## src/rtl/utf8d_pkg.sv

```systemverilog
// Shared types and constants for the streaming UTF-8 decoder.
// Used by the interface file, the decode stage, the result queue and the top level.
// Depends on nothing.
package utf8d_pkg;

    // Field widths of the input and result items.
    localparam int BYTE_W = 8;
    localparam int CP_W   = 21;
    localparam int CNT_W  = 3;

    // One input item can cause at most this many result items.
    localparam int MAX_RES = 4;
    localparam int RES_N_W = 3;

    // Result queue geometry. The input side is open while the queue has room
    // for a full burst of results.
    localparam int QDEPTH  = 8;
    localparam int QPTR_W  = 3;
    localparam int QCNT_W  = 4;
    localparam logic [QCNT_W-1:0] QROOM_LIMIT = QCNT_W'(QDEPTH - MAX_RES);

    // Byte classes.
    localparam logic [7:0] ASCII_MASK  = 8'h80;
    localparam logic [7:0] CONT_MASK   = 8'hC0;
    localparam logic [7:0] CONT_CODE   = 8'h80;
    localparam logic [7:0] LEAD2_MASK  = 8'hE0;
    localparam logic [7:0] LEAD2_CODE  = 8'hC0;
    localparam logic [7:0] LEAD3_MASK  = 8'hF0;
    localparam logic [7:0] LEAD3_CODE  = 8'hE0;
    localparam logic [7:0] LEAD4_MASK  = 8'hF8;
    localparam logic [7:0] LEAD4_CODE  = 8'hF0;

    // Sequence lengths; zero means no sequence is open.
    localparam logic [CNT_W-1:0] LEN_IDLE = 3'd0;
    localparam logic [CNT_W-1:0] LEN_ONE  = 3'd1;
    localparam logic [CNT_W-1:0] LEN_TWO  = 3'd2;
    localparam logic [CNT_W-1:0] LEN_THREE = 3'd3;
    localparam logic [CNT_W-1:0] LEN_FOUR = 3'd4;

    // One result item.
    typedef struct packed {
        logic [CP_W-1:0]  code_point;
        logic [CNT_W-1:0] byte_count;
        logic             raw_fallback;
        logic             end_of_text;
    } result_t;

    // The burst of results caused by one accepted input item.
    typedef struct packed {
        logic [RES_N_W-1:0]          count;
        result_t [MAX_RES-1:0]       slot;
    } burst_t;

endpackage

```

## src/rtl/utf8d_ifs.sv

```systemverilog
// Handshake interfaces for the decoder: the byte input channel and the
// code point output channel. Depends on utf8d_pkg.
interface utf8d_byte_if;
    logic                           valid;
    logic                           ready;
    logic [utf8d_pkg::BYTE_W-1:0]   text_byte;
    logic                           last_byte;

    modport source (output valid, output text_byte, output last_byte, input ready);
    modport sink   (input valid, input text_byte, input last_byte, output ready);
endinterface

interface utf8d_cp_if;
    logic                           valid;
    logic                           ready;
    logic [utf8d_pkg::CP_W-1:0]     code_point;
    logic [utf8d_pkg::CNT_W-1:0]    byte_count;
    logic                           raw_fallback;
    logic                           end_of_text;

    modport source (output valid, output code_point, output byte_count,
                    output raw_fallback, output end_of_text, input ready);
    modport sink   (input valid, input code_point, input byte_count,
                    input raw_fallback, input end_of_text, output ready);
endinterface

```

## src/rtl/utf8d_decode.sv

```systemverilog
// Decode stage: sequence state registers and the single-pass byte decoder.
// Produces the burst of results for each accepted item. Depends on utf8d_pkg.
module utf8d_decode (
    input  logic                          clk,
    input  logic                          rst_n,
    input  logic                          accept,
    input  logic [utf8d_pkg::BYTE_W-1:0]  text_byte,
    input  logic                          last_byte,
    output utf8d_pkg::burst_t             burst
);

    // Open sequence state.
    logic [7:0]                     lead_reg, lead_next;
    logic [utf8d_pkg::CP_W-1:0]     partial_reg, partial_next;
    logic [utf8d_pkg::CNT_W-1:0]    exp_len_reg, exp_len_next;
    logic [utf8d_pkg::CNT_W-1:0]    gathered_reg, gathered_next;
    logic [7:0]                     cont_reg [2];
    logic [7:0]                     cont_next [2];

    logic                           is_cont;
    logic [utf8d_pkg::CNT_W-1:0]    gath_inc;
    logic [utf8d_pkg::CP_W-1:0]     assembled;
    logic [utf8d_pkg::RES_N_W-1:0]  res_n;
    logic [utf8d_pkg::RES_N_W-1:0]  res_last;
    utf8d_pkg::result_t [utf8d_pkg::MAX_RES-1:0] slot;

    function automatic utf8d_pkg::result_t mk_raw(input logic [7:0] b, input logic raw);
        utf8d_pkg::result_t r;
        r.code_point   = {{(utf8d_pkg::CP_W-8){1'b0}}, b};
        r.byte_count   = utf8d_pkg::LEN_ONE;
        r.raw_fallback = raw;
        r.end_of_text  = 1'b0;
        return r;
    endfunction

    assign is_cont   = (text_byte & utf8d_pkg::CONT_MASK) == utf8d_pkg::CONT_CODE;
    assign gath_inc  = gathered_reg + 3'd1;
    assign assembled = {partial_reg[utf8d_pkg::CP_W-7:0], text_byte[5:0]};
    assign res_last  = res_n - 3'd1;

    // Handle one byte: continue, break or open a sequence, then flush at end of text.
    always_comb
    begin
        res_n         = '0;
        slot          = '0;
        lead_next     = lead_reg;
        partial_next  = partial_reg;
        exp_len_next  = exp_len_reg;
        gathered_next = gathered_reg;
        cont_next[0]  = cont_reg[0];
        cont_next[1]  = cont_reg[1];
        if (accept)
        begin
            if (exp_len_reg != utf8d_pkg::LEN_IDLE && is_cont)
            begin
                if (gath_inc >= exp_len_reg)
                begin
                    // Sequence complete: emit the assembled code point.
                    slot[res_n[1:0]].code_point   = assembled;
                    slot[res_n[1:0]].byte_count   = exp_len_reg;
                    slot[res_n[1:0]].raw_fallback = 1'b0;
                    res_n         = res_n + 3'd1;
                    lead_next     = '0;
                    partial_next  = '0;
                    exp_len_next  = utf8d_pkg::LEN_IDLE;
                    gathered_next = '0;
                end
                else
                begin
                    partial_next  = assembled;
                    gathered_next = gath_inc;
                    cont_next[gath_inc[0]] = text_byte;
                end
            end
            else
            begin
                // A non-continuation byte breaks an open sequence.
                if (exp_len_reg != utf8d_pkg::LEN_IDLE)
                begin
                    slot[res_n[1:0]] = mk_raw(lead_reg, 1'b1);
                    res_n = res_n + 3'd1;
                    if (gathered_reg >= utf8d_pkg::LEN_TWO)
                    begin
                        slot[res_n[1:0]] = mk_raw(cont_reg[0], 1'b1);
                        res_n = res_n + 3'd1;
                    end
                    if (gathered_reg >= utf8d_pkg::LEN_THREE)
                    begin
                        slot[res_n[1:0]] = mk_raw(cont_reg[1], 1'b1);
                        res_n = res_n + 3'd1;
                    end
                    lead_next     = '0;
                    partial_next  = '0;
                    exp_len_next  = utf8d_pkg::LEN_IDLE;
                    gathered_next = '0;
                end
                // The byte is then handled as if idle.
                if ((text_byte & utf8d_pkg::ASCII_MASK) == 8'h00)
                begin
                    slot[res_n[1:0]] = mk_raw(text_byte, 1'b0);
                    res_n = res_n + 3'd1;
                end
                else if ((text_byte & utf8d_pkg::LEAD2_MASK) == utf8d_pkg::LEAD2_CODE)
                begin
                    lead_next     = text_byte;
                    partial_next  = {{(utf8d_pkg::CP_W-5){1'b0}}, text_byte[4:0]};
                    exp_len_next  = utf8d_pkg::LEN_TWO;
                    gathered_next = utf8d_pkg::LEN_ONE;
                end
                else if ((text_byte & utf8d_pkg::LEAD3_MASK) == utf8d_pkg::LEAD3_CODE)
                begin
                    lead_next     = text_byte;
                    partial_next  = {{(utf8d_pkg::CP_W-4){1'b0}}, text_byte[3:0]};
                    exp_len_next  = utf8d_pkg::LEN_THREE;
                    gathered_next = utf8d_pkg::LEN_ONE;
                end
                else if ((text_byte & utf8d_pkg::LEAD4_MASK) == utf8d_pkg::LEAD4_CODE)
                begin
                    lead_next     = text_byte;
                    partial_next  = {{(utf8d_pkg::CP_W-3){1'b0}}, text_byte[2:0]};
                    exp_len_next  = utf8d_pkg::LEN_FOUR;
                    gathered_next = utf8d_pkg::LEN_ONE;
                end
                else
                begin
                    slot[res_n[1:0]] = mk_raw(text_byte, 1'b1);
                    res_n = res_n + 3'd1;
                end
            end

            // The text ends inside a sequence: flush what is held.
            if (last_byte && exp_len_next != utf8d_pkg::LEN_IDLE)
            begin
                slot[res_n[1:0]] = mk_raw(lead_next, 1'b1);
                res_n = res_n + 3'd1;
                if (gathered_next >= utf8d_pkg::LEN_TWO)
                begin
                    slot[res_n[1:0]] = mk_raw(cont_next[0], 1'b1);
                    res_n = res_n + 3'd1;
                end
                if (gathered_next >= utf8d_pkg::LEN_THREE)
                begin
                    slot[res_n[1:0]] = mk_raw(cont_next[1], 1'b1);
                    res_n = res_n + 3'd1;
                end
                lead_next     = '0;
                partial_next  = '0;
                exp_len_next  = utf8d_pkg::LEN_IDLE;
                gathered_next = '0;
            end
        end
    end

    // Mark the final result of the text.
    always_comb
    begin
        burst.slot  = slot;
        burst.count = res_n;
        if (accept && last_byte && res_n != '0)
        begin
            burst.slot[res_last[1:0]].end_of_text = 1'b1;
        end
    end

    // Sequence state.
    always_ff @(posedge clk or negedge rst_n)
    begin
        if (!rst_n)
        begin
            lead_reg     <= '0;
            partial_reg  <= '0;
            exp_len_reg  <= utf8d_pkg::LEN_IDLE;
            gathered_reg <= '0;
        end
        else
        begin
            lead_reg     <= lead_next;
            partial_reg  <= partial_next;
            exp_len_reg  <= exp_len_next;
            gathered_reg <= gathered_next;
        end
    end

    // Held continuation bytes carry no reset.
    always_ff @(posedge clk)
    begin
        cont_reg[0] <= cont_next[0];
        cont_reg[1] <= cont_next[1];
    end

    // A burst appears only for an accepted item.
    assert property (@(posedge clk) disable iff (!rst_n)
        !accept |-> burst.count == '0)
        else $error("decode produced results without an accepted item");

    // The last byte of a text always produces at least one result.
    assert property (@(posedge clk) disable iff (!rst_n)
        accept && last_byte |-> burst.count != '0)
        else $error("last byte produced no result");

    // After the last byte the decoder is idle.
    assert property (@(posedge clk) disable iff (!rst_n)
        accept && last_byte |=> exp_len_reg == utf8d_pkg::LEN_IDLE)
        else $error("sequence left open after end of text");

endmodule

```

## src/rtl/utf8d_outq.sv

```systemverilog
// Result queue: takes a burst of up to four results per cycle and hands them
// out one per cycle while char_out is ready. Depends on utf8d_pkg, utf8d_ifs.
module utf8d_outq (
    input  logic                clk,
    input  logic                rst_n,
    input  utf8d_pkg::burst_t   burst,
    output logic                room,
    utf8d_cp_if.source          char_out
);

    utf8d_pkg::result_t             mem [utf8d_pkg::QDEPTH];
    logic [utf8d_pkg::QPTR_W-1:0]   wr_ptr_reg, wr_ptr_next;
    logic [utf8d_pkg::QPTR_W-1:0]   rd_ptr_reg, rd_ptr_next;
    logic [utf8d_pkg::QCNT_W-1:0]   count_reg, count_next;
    logic                           room_reg;
    logic                           pop;
    utf8d_pkg::result_t             head;

    assign pop  = char_out.valid && char_out.ready;
    assign room = room_reg;

    // Pointer and fill bookkeeping.
    always_comb
    begin
        wr_ptr_next = wr_ptr_reg + burst.count;
        rd_ptr_next = rd_ptr_reg + utf8d_pkg::QPTR_W'(pop);
        count_next  = count_reg + {1'b0, burst.count} - utf8d_pkg::QCNT_W'(pop);
    end

    always_ff @(posedge clk or negedge rst_n)
    begin
        if (!rst_n)
        begin
            wr_ptr_reg <= '0;
            rd_ptr_reg <= '0;
            count_reg  <= '0;
            room_reg   <= 1'b0;
        end
        else
        begin
            wr_ptr_reg <= wr_ptr_next;
            rd_ptr_reg <= rd_ptr_next;
            count_reg  <= count_next;
            room_reg   <= count_next <= utf8d_pkg::QROOM_LIMIT;
        end
    end

    // Burst write into consecutive entries.
    always_ff @(posedge clk)
    begin
        for (int i = 0; i < utf8d_pkg::MAX_RES; i++)
        begin
            if (utf8d_pkg::RES_N_W'(i) < burst.count)
            begin
                mem[wr_ptr_reg + utf8d_pkg::QPTR_W'(i)] <= burst.slot[i];
            end
        end
    end

    // Head of the queue drives the output channel.
    assign head                  = mem[rd_ptr_reg];
    assign char_out.valid        = count_reg != '0;
    assign char_out.code_point   = head.code_point;
    assign char_out.byte_count   = head.byte_count;
    assign char_out.raw_fallback = head.raw_fallback;
    assign char_out.end_of_text  = head.end_of_text;

    // The queue never overfills.
    assert property (@(posedge clk) disable iff (!rst_n)
        count_reg <= utf8d_pkg::QCNT_W'(utf8d_pkg::QDEPTH))
        else $error("result queue overflow");

    // A burst arrives only while room was advertised.
    assert property (@(posedge clk) disable iff (!rst_n)
        burst.count != '0 |-> room_reg)
        else $error("burst written without room");

    // Fill level tracks writes and reads.
    assert property (@(posedge clk) disable iff (!rst_n)
        count_reg == $past(count_reg) + {1'b0, $past(burst.count)}
                     - utf8d_pkg::QCNT_W'($past(pop)))
        else $error("result queue fill count out of step");

endmodule

```

## src/rtl/utf8_stream_decoder_unit.sv

```systemverilog
// Top level of the streaming UTF-8 decoder.
// Depends on utf8d_pkg, utf8d_ifs, utf8d_decode and utf8d_outq.
//
// Usage:
// text_in carries one text byte per item with a last_byte flag that closes
// the text. char_out carries one decoded character per item: code point,
// input bytes consumed, a raw-fallback flag and an end-of-text flag on the
// final character of a text.
// A byte is decoded in the cycle it is accepted; its results are queued
// for char_out. One byte is accepted per cycle while text_in.ready is high.
// A broken or unfinished sequence releases up to four results for one byte;
// they leave one per cycle from an eight-entry result queue, and
// text_in.ready drops while fewer than four entries are free.
// When the receiver stalls, the queue holds its items and fills; input is
// then held off until room for a full burst returns.
// During reset text_in.ready is low and char_out.valid is low; after reset
// the decoder is idle with an empty queue and no clearing pass.
module utf8_stream_decoder_unit (
    input  logic        clk,
    input  logic        rst_n,
    utf8d_byte_if.sink  text_in,
    utf8d_cp_if.source  char_out
);

    logic               room;
    logic               accept;
    utf8d_pkg::burst_t  burst;

    assign text_in.ready = room;
    assign accept        = text_in.valid && room;

    // Byte decoder with sequence state.
    utf8d_decode u_decode (
        .clk       (clk),
        .rst_n     (rst_n),
        .accept    (accept),
        .text_byte (text_in.text_byte),
        .last_byte (text_in.last_byte),
        .burst     (burst)
    );

    // Result queue and output channel.
    utf8d_outq u_outq (
        .clk      (clk),
        .rst_n    (rst_n),
        .burst    (burst),
        .room     (room),
        .char_out (char_out)
    );

endmodule

```

## src/flat_wrapper.sv

```systemverilog
// flat-port wrapper written by rule: the top's interface ports become plain ports
module utf8_stream_decoder_unit_flat 
  (clk, rst_n, text_in_valid, text_in_text_byte, text_in_last_byte, text_in_ready, char_out_valid, char_out_code_point, char_out_byte_count, char_out_raw_fallback, char_out_end_of_text, char_out_ready);
  utf8d_byte_if text_in_i ();
  utf8d_cp_if char_out_i ();
  input  logic clk;
  input  logic rst_n;
  input wire logic [$bits(text_in_i.valid)-1:0] text_in_valid;
  input wire logic [$bits(text_in_i.text_byte)-1:0] text_in_text_byte;
  input wire logic [$bits(text_in_i.last_byte)-1:0] text_in_last_byte;
  output wire logic [$bits(text_in_i.ready)-1:0] text_in_ready;
  output wire logic [$bits(char_out_i.valid)-1:0] char_out_valid;
  output wire logic [$bits(char_out_i.code_point)-1:0] char_out_code_point;
  output wire logic [$bits(char_out_i.byte_count)-1:0] char_out_byte_count;
  output wire logic [$bits(char_out_i.raw_fallback)-1:0] char_out_raw_fallback;
  output wire logic [$bits(char_out_i.end_of_text)-1:0] char_out_end_of_text;
  input wire logic [$bits(char_out_i.ready)-1:0] char_out_ready;
  assign text_in_i.valid = text_in_valid;
  assign text_in_i.text_byte = text_in_text_byte;
  assign text_in_i.last_byte = text_in_last_byte;
  assign text_in_ready = text_in_i.ready;
  assign char_out_valid = char_out_i.valid;
  assign char_out_code_point = char_out_i.code_point;
  assign char_out_byte_count = char_out_i.byte_count;
  assign char_out_raw_fallback = char_out_i.raw_fallback;
  assign char_out_end_of_text = char_out_i.end_of_text;
  assign char_out_i.ready = char_out_ready;
  utf8_stream_decoder_unit u_core (.clk(clk), .rst_n(rst_n), .text_in(text_in_i), .char_out(char_out_i));
endmodule
```

## config.mk

```make
export PLATFORM = sky130hd
export DESIGN_NAME = utf8_stream_decoder_unit_flat
export DESIGN_NICKNAME = d
export VERILOG_FILES = /design/src/rtl/utf8d_pkg.sv /design/src/rtl/utf8d_ifs.sv /design/src/rtl/utf8d_decode.sv /design/src/rtl/utf8d_outq.sv /design/src/rtl/utf8_stream_decoder_unit.sv /design/src/flat_wrapper.sv
export SDC_FILE = /design/constraint.sdc
export NUM_CORES = 1
export LEC_CHECK = 0
export BUFFER_PORTS_ARGS = -buffer_cell sky130_fd_sc_hd__buf_4
export CAP_MARGIN = 10
export CORE_MARGIN = 5
export CORE_UTILIZATION = 35
export DETAILED_ROUTE_END_ITERATION = 10
export GPL_TIMING_DRIVEN = 0
export PLACE_DENSITY = 0.61
export SLEW_MARGIN = 20
export SYNTH_ARGS = -nofsm -noshare
export SYNTH_HDL_FRONTEND = slang
export SYNTH_SLANG_ARGS = --single-unit
```

## constraint.sdc

```tcl
create_clock -name clk -period 7.37 [get_ports clk]
set_input_delay 1.474 -clock clk [delete_from_list [all_inputs] [get_ports clk]]
set_output_delay 1.474 -clock clk [all_outputs]
set_load 0.01 [all_outputs]
```

# ---- Word level (Yosys, flattened, before mapping)
# Memories as Yosys holds them, arrays and structs flattened.
# Cells that the tools add are included.
dict set report word_totals {
  mem_count 2
  ram_bits 224
  output_inout_bits 28
  reg_bits 46
}
# memory words word_bits read_ports rd_clocked_by_memory_dff write_ports line_no
set mem_list {}
lappend mem_list {u_core.u_outq.mem 8 26 1 0 4 utf8d_outq.sv:11} ;# utf8d_pkg::result_t mem [utf8d_pkg::QDEPTH];
lappend mem_list {u_core.u_decode.cont_reg 2 8 2 0 2 utf8d_decode.sv:17} ;# logic [7:0] cont_reg [2];
dict set report op_classes {
  add_sub_neg 14
  reduce_logical 18
  mux 116
  n_lt_le_gt_ge 24
  eq_ne 4
  bitwise_logic 1
}
# op count
set ops {}
lappend ops {{$mux W104} 15}
lappend ops {{$bwmux W104} 7}
lappend ops {{$demux W26 S2} 6}
lappend ops {{$mux W26} 8}
lappend ops {{$mux W21} 8}
lappend ops {{$mux W78} 2}
lappend ops {{$mux W3} 37}
lappend ops {{$mux W8} 10}
lappend ops {{$mux W25} 3}
lappend ops {{$mux W16} 4}
lappend ops {{$add A3 B1 Y3 const B} 7}
lappend ops {{$lt A2 B3 Y1 const B} 6}
lappend ops {{$bwmux W16} 1}
lappend ops {{$logic_and A1 B1 Y1} 13}
lappend ops {{$mux W13} 1}
lappend ops {{$ge A2 B1 Y1 const B} 6}
lappend ops {{$ge A3 B2 Y1 const B} 4}
lappend ops {{$mux W1} 12}
lappend ops {{$reduce_bool A3 Y1} 3}
lappend ops {{$demux W8 S1} 1}
lappend ops {{$logic_not A8 Y1} 1}
lappend ops {{$add A3 B2 Y3 const B} 2}
lappend ops {{$lt A1 B3 Y1 const A} 2}
lappend ops {{$lt A2 B3 Y1 const A} 2}
lappend ops {{16 further kinds} 16}

# ---- Depth between registers and ports, before layout
dict set report depth {
  depth_word 33
  depth_mapped 27
  depth_no_buf 24
}

# ---- Cells and area by module
# A second synthesis with hierarchy kept.
dict set report unflattened {
  hier_cells 1983
  hier_area_um2 19399.9
}
# module cells_per_inst area_per_inst_um2 n_inst
set by_module_without_submodules {}
lappend by_module_without_submodules {utf8d_outq 1318 14306.2 1}
lappend by_module_without_submodules {utf8d_decode 664 5087.4 1}
lappend by_module_without_submodules {utf8_stream_decoder_unit 1 6.3 1}

# ---- Least setup slack after synthesis
# Ideal clock, no wire load.
dict set report synth_path {
  path_kind {register to register}
  from {reg u_core.u_decode.gathered_reg[0] (netlist name)}
  to {mem u_core.u_outq.mem[3][0] (netlist name), enable pin}
  path_slack_ns 0.830
  setup_time_ns 0.417
  path_buffers 4
  stages_incl_launch_ff 24
  synth_period_minus_slack_ns 6.540
  arrival_time_ns 6.123
  path_cell_list {dfrtp_1 clkbuf_1 inv_1 ha_1 or3_1 clkbuf_1 ha_1 nand2b_1 ha_1 o21ai_0 o211a_1 inv_1 ha_1 clkbuf_1 o31a_1 ha_1 o211a_1 or3_1 o211ai_2 inv_2 buf_6 a21oi_1 a21oi_1 o211ai_1}
}
# item line_no
set synth_lines {}
lappend synth_lines {{start: declaration} utf8d_decode.sv:16} ;# logic [utf8d_pkg::CNT_W-1:0] gathered_reg, gathered_next;
lappend synth_lines {{start signal: assignment} utf8d_decode.sv:180} ;# gathered_reg <= gathered_next;
lappend synth_lines {{end: declaration} utf8d_outq.sv:11}

==> qor.txt <==
Worst slew margin = 0.133
Clk_skew = 0.0378 ns
Commonest non-fill, non-tap cells in the layout = edfxtp_1, nand2_1, and2_1
Worst Hold Class = flip-flop to flip-flop
Slowest cell on the critical path = o21ai_1
Horiz. Die Dim = 232 µm
Max incr delay on CP = 0.96 ns
Final non-filler cell total = 2346
Vias in the first global route = 14.6k
Dpl cell area = 18600 µm²
Area grow syn2layout = 16.0%
Register area share after synthesis = 0.450
Post-route cell area = 19900 µm²
Synth Instances = 1565
Fin util = 0.409
Largest net degree at the start of global routing = 41
Clk buf depth = 3
Fmax achieved = 137 MHz
HPWL Detailed = 52.6 mm
Clock sinks = 264
WL final = 71.4 mm
Gr usage total = 0.260
CP startpoint kind = flip-flop
Antenna Nets Post-Route = 0
Synthesis warning total = 0
# port buffers = 36
Placed Instances = 2282
First-pass GRT wire length = 104 mm
Grt ovf = 0
Post-Synthesis Net Count = 1612
Starting density of the core = 0.353
Setup crit start = u_core.u_decode.gathered_reg[0]$_DFFE_PN0P_
Min cycle time layout = 7.28 ns
Mean Syn Cell Area = 11.0 µm²
Period utilisation layout = 0.987
Cell variety after synth = 92
Pwr/cell area = 362 nW/µm²
Clock-pin slew on the worst setup and hold paths = 0.07 ns
CP Data Required Time = 7.77 ns
Prevailing post-synth register cell = edfxtp_1
Commonest non-fill, non-tap cell in the layout = edfxtp_1
Number of synthesized flops with an enable pin = 224
Initial DRC Count = 2075
TritonCTS buffer count = 30
Drt first pass iters = 6
CP Cell Sequence = clkbuf_2, inv_1, ha_1, inv_1, ha_1, a21oi_1, o21a_1, buf_2, a22oi_1, o22ai_4, inv_1, ha_1, clkbuf_1, o31a_1, ha_1, a32oi_1, o211ai_2, and3_1, buf_2, o21ai_1, nand2_1, o21ai_0
CP most frequent cell = ha_1
Post-synth ARST share = 0.152
Number of flip-flops in the largest register = 208
Origin of the critical flop-to-flop path = u_core.u_decode.gathered_reg[0]$_DFFE_PN0P_
Synth Cell Area = 17200 µm²
Max-cap violations = 0
Seq cells post-synth = 264
Ports = 41
Area of the core = 48700 µm²
Final #Nets = 1705
Status = finished clean
Slew at the pin closest to its max-slew limit = 1.30 ns
DRC violations left = 0
Final Hold Vio Count = 0
Crit path capture type = flip-flop
Final setup fails = 0
Die Span Y = 232 µm
Via count = 15.0k
Clk Latency, worst-skew pair = 0.62 ns
Hold path startpoint = u_core.u_outq.rd_ptr_reg[0]$_DFF_PN0_
Critical-path maximum fanout = 10
Critical Path AT = 7.68 ns
Wire per inst = 30.5 µm
Antenna cell count = 0
# H-tree levels = 1
Initial antenna violation count = 0
Leak = 7.13 nW
Drt via density = 6.39
Rows = 81
Placer congestion estimate = 1.01
Total die area = 53600 µm²
CTS tree = built
Maximum vdd ir drop = 222 µV
Layout cell share with drive strength beyond 1 = 0.195
Root buffer cell = clkbuf_16
Final slew viol count = 0
Critical path class = flip-flop to flip-flop
[report_power, final]
group          switching [mW]  internal (mW)  total, mW
sequential              0.128           1.91       2.04
clock                   0.684          0.988       1.67
combinational            2.24           1.27       3.51
[worst max-delay path: cells and delay by family, from the launching register on]
family	cells	cell delay, ns
AOI/OAI and AO/OA	9	3.48
adders and majority gates	4	1.17
buffers and inverters	7	1.37
and+or+nand+nor	2	0.63
DFF	1	0.39
[layout make-up]
type                       count  area, µm²
clock inverter                24        333
fill                        4626      28800
sequential                   264       7730
clock buffer                  32        778
multi-input combinational   1139       8990
inverter                      57        215
tap                          664        831
timing repair buffer          62        614
buffer                       104        452
[final timing paths]
path,cells after the start,slack [ns],endpoint
worst max-delay path,22,0.09,u_core.u_outq.mem[6][8]$_DFFE_PP_
worst min-delay path,1,0.52,u_core.u_outq.rd_ptr_reg[0]$_DFF_PN0_
worst max register to register,22,0.09,u_core.u_outq.mem[6][8]$_DFFE_PP_
worst min register to register,1,0.52,u_core.u_outq.rd_ptr_reg[0]$_DFF_PN0_
max in group asynchronous,1,6.03,u_core.u_decode.partial_reg[3]$_DFFE_PN0P_
min in group asynchronous,1,0.90,u_core.u_decode.lead_reg[6]$_DFFE_PN0P_
[timing repair]
action	CTS	global route
buffers inserted	0	9
hold buffers	0	0
setup endpoints to repair	268	218
pin swaps	0	3
resized for setup	11	10
[synth_stat cells (all sizes together), types with 12 or more instances]
library cell / instances / area share
mux2i: 69 / 0.040
a22oi: 26 / 0.011
edfxtp: 224 / 0.39
a31oi: 18 / 0.0066
and2: 104 / 0.038
a221oi: 29 / 0.016
buf: 40 / 0.012
inv: 52 / 0.011
o221ai: 21 / 0.011
mux4: 52 / 0.068
o31ai: 12 / 0.0063
or3: 15 / 0.0055
clkbuf: 65 / 0.014
a211oi: 21 / 0.0099
nand3: 44 / 0.013
mux2: 42 / 0.028
a2bb2oi: 13 / 0.0066
nand2: 123 / 0.028
o22ai: 20 / 0.0076
nor2: 83 / 0.018
a21oi: 80 / 0.024
o211ai: 18 / 0.0084
a221o: 14 / 0.0082
a22o: 23 / 0.012
o21ai: 80 / 0.025
dfrtp: 40 / 0.058
nor3: 59 / 0.024
ha: 32 / 0.023
[per-stage QoR]
step	hold slack, ns	setup TNS [ns]	setup WS [ns]	total power, mW
after floorplan	0.472	0	0.830	4.16
after global routing	0.533	-0.0233	-0.00949	7.54
after detailed placement	0.495	-98.34	-0.737	5.48
after global placement	0.486	-312.35	-2.03	5.38
after CTS	0.509	0	0.0635	7.16
final	0.517	0	0.0936	7.22
[cells by family (layout without fill, tap and decap cells)]
family / after synthesis / in the layout / share of synthesized area
buffers and inverters: 162 / 279 / 0.0384
adder cells (fa/ha/maj): 34 / 34 / 0.0256
AO/OA/AOI/OAI: 467 / 467 / 0.204
multiplexers: 163 / 163 / 0.136
flip-flops: 264 / 264 / 0.450
AND/OR/NAND/NOR: 462 / 462 / 0.140
XOR/XNOR: 13 / 13 / 0.00662
[routing by layer]
layer  share of wire  track usage  vias to the layer above
met5         0.00060            0                        -
met4           0.056        0.113                        2
met3           0.089       0.0412                      207
met2            0.44        0.404                      917
met1            0.41        0.362                     7517
li1                -            -                     6350
Power figures use the tool's default switching activity.
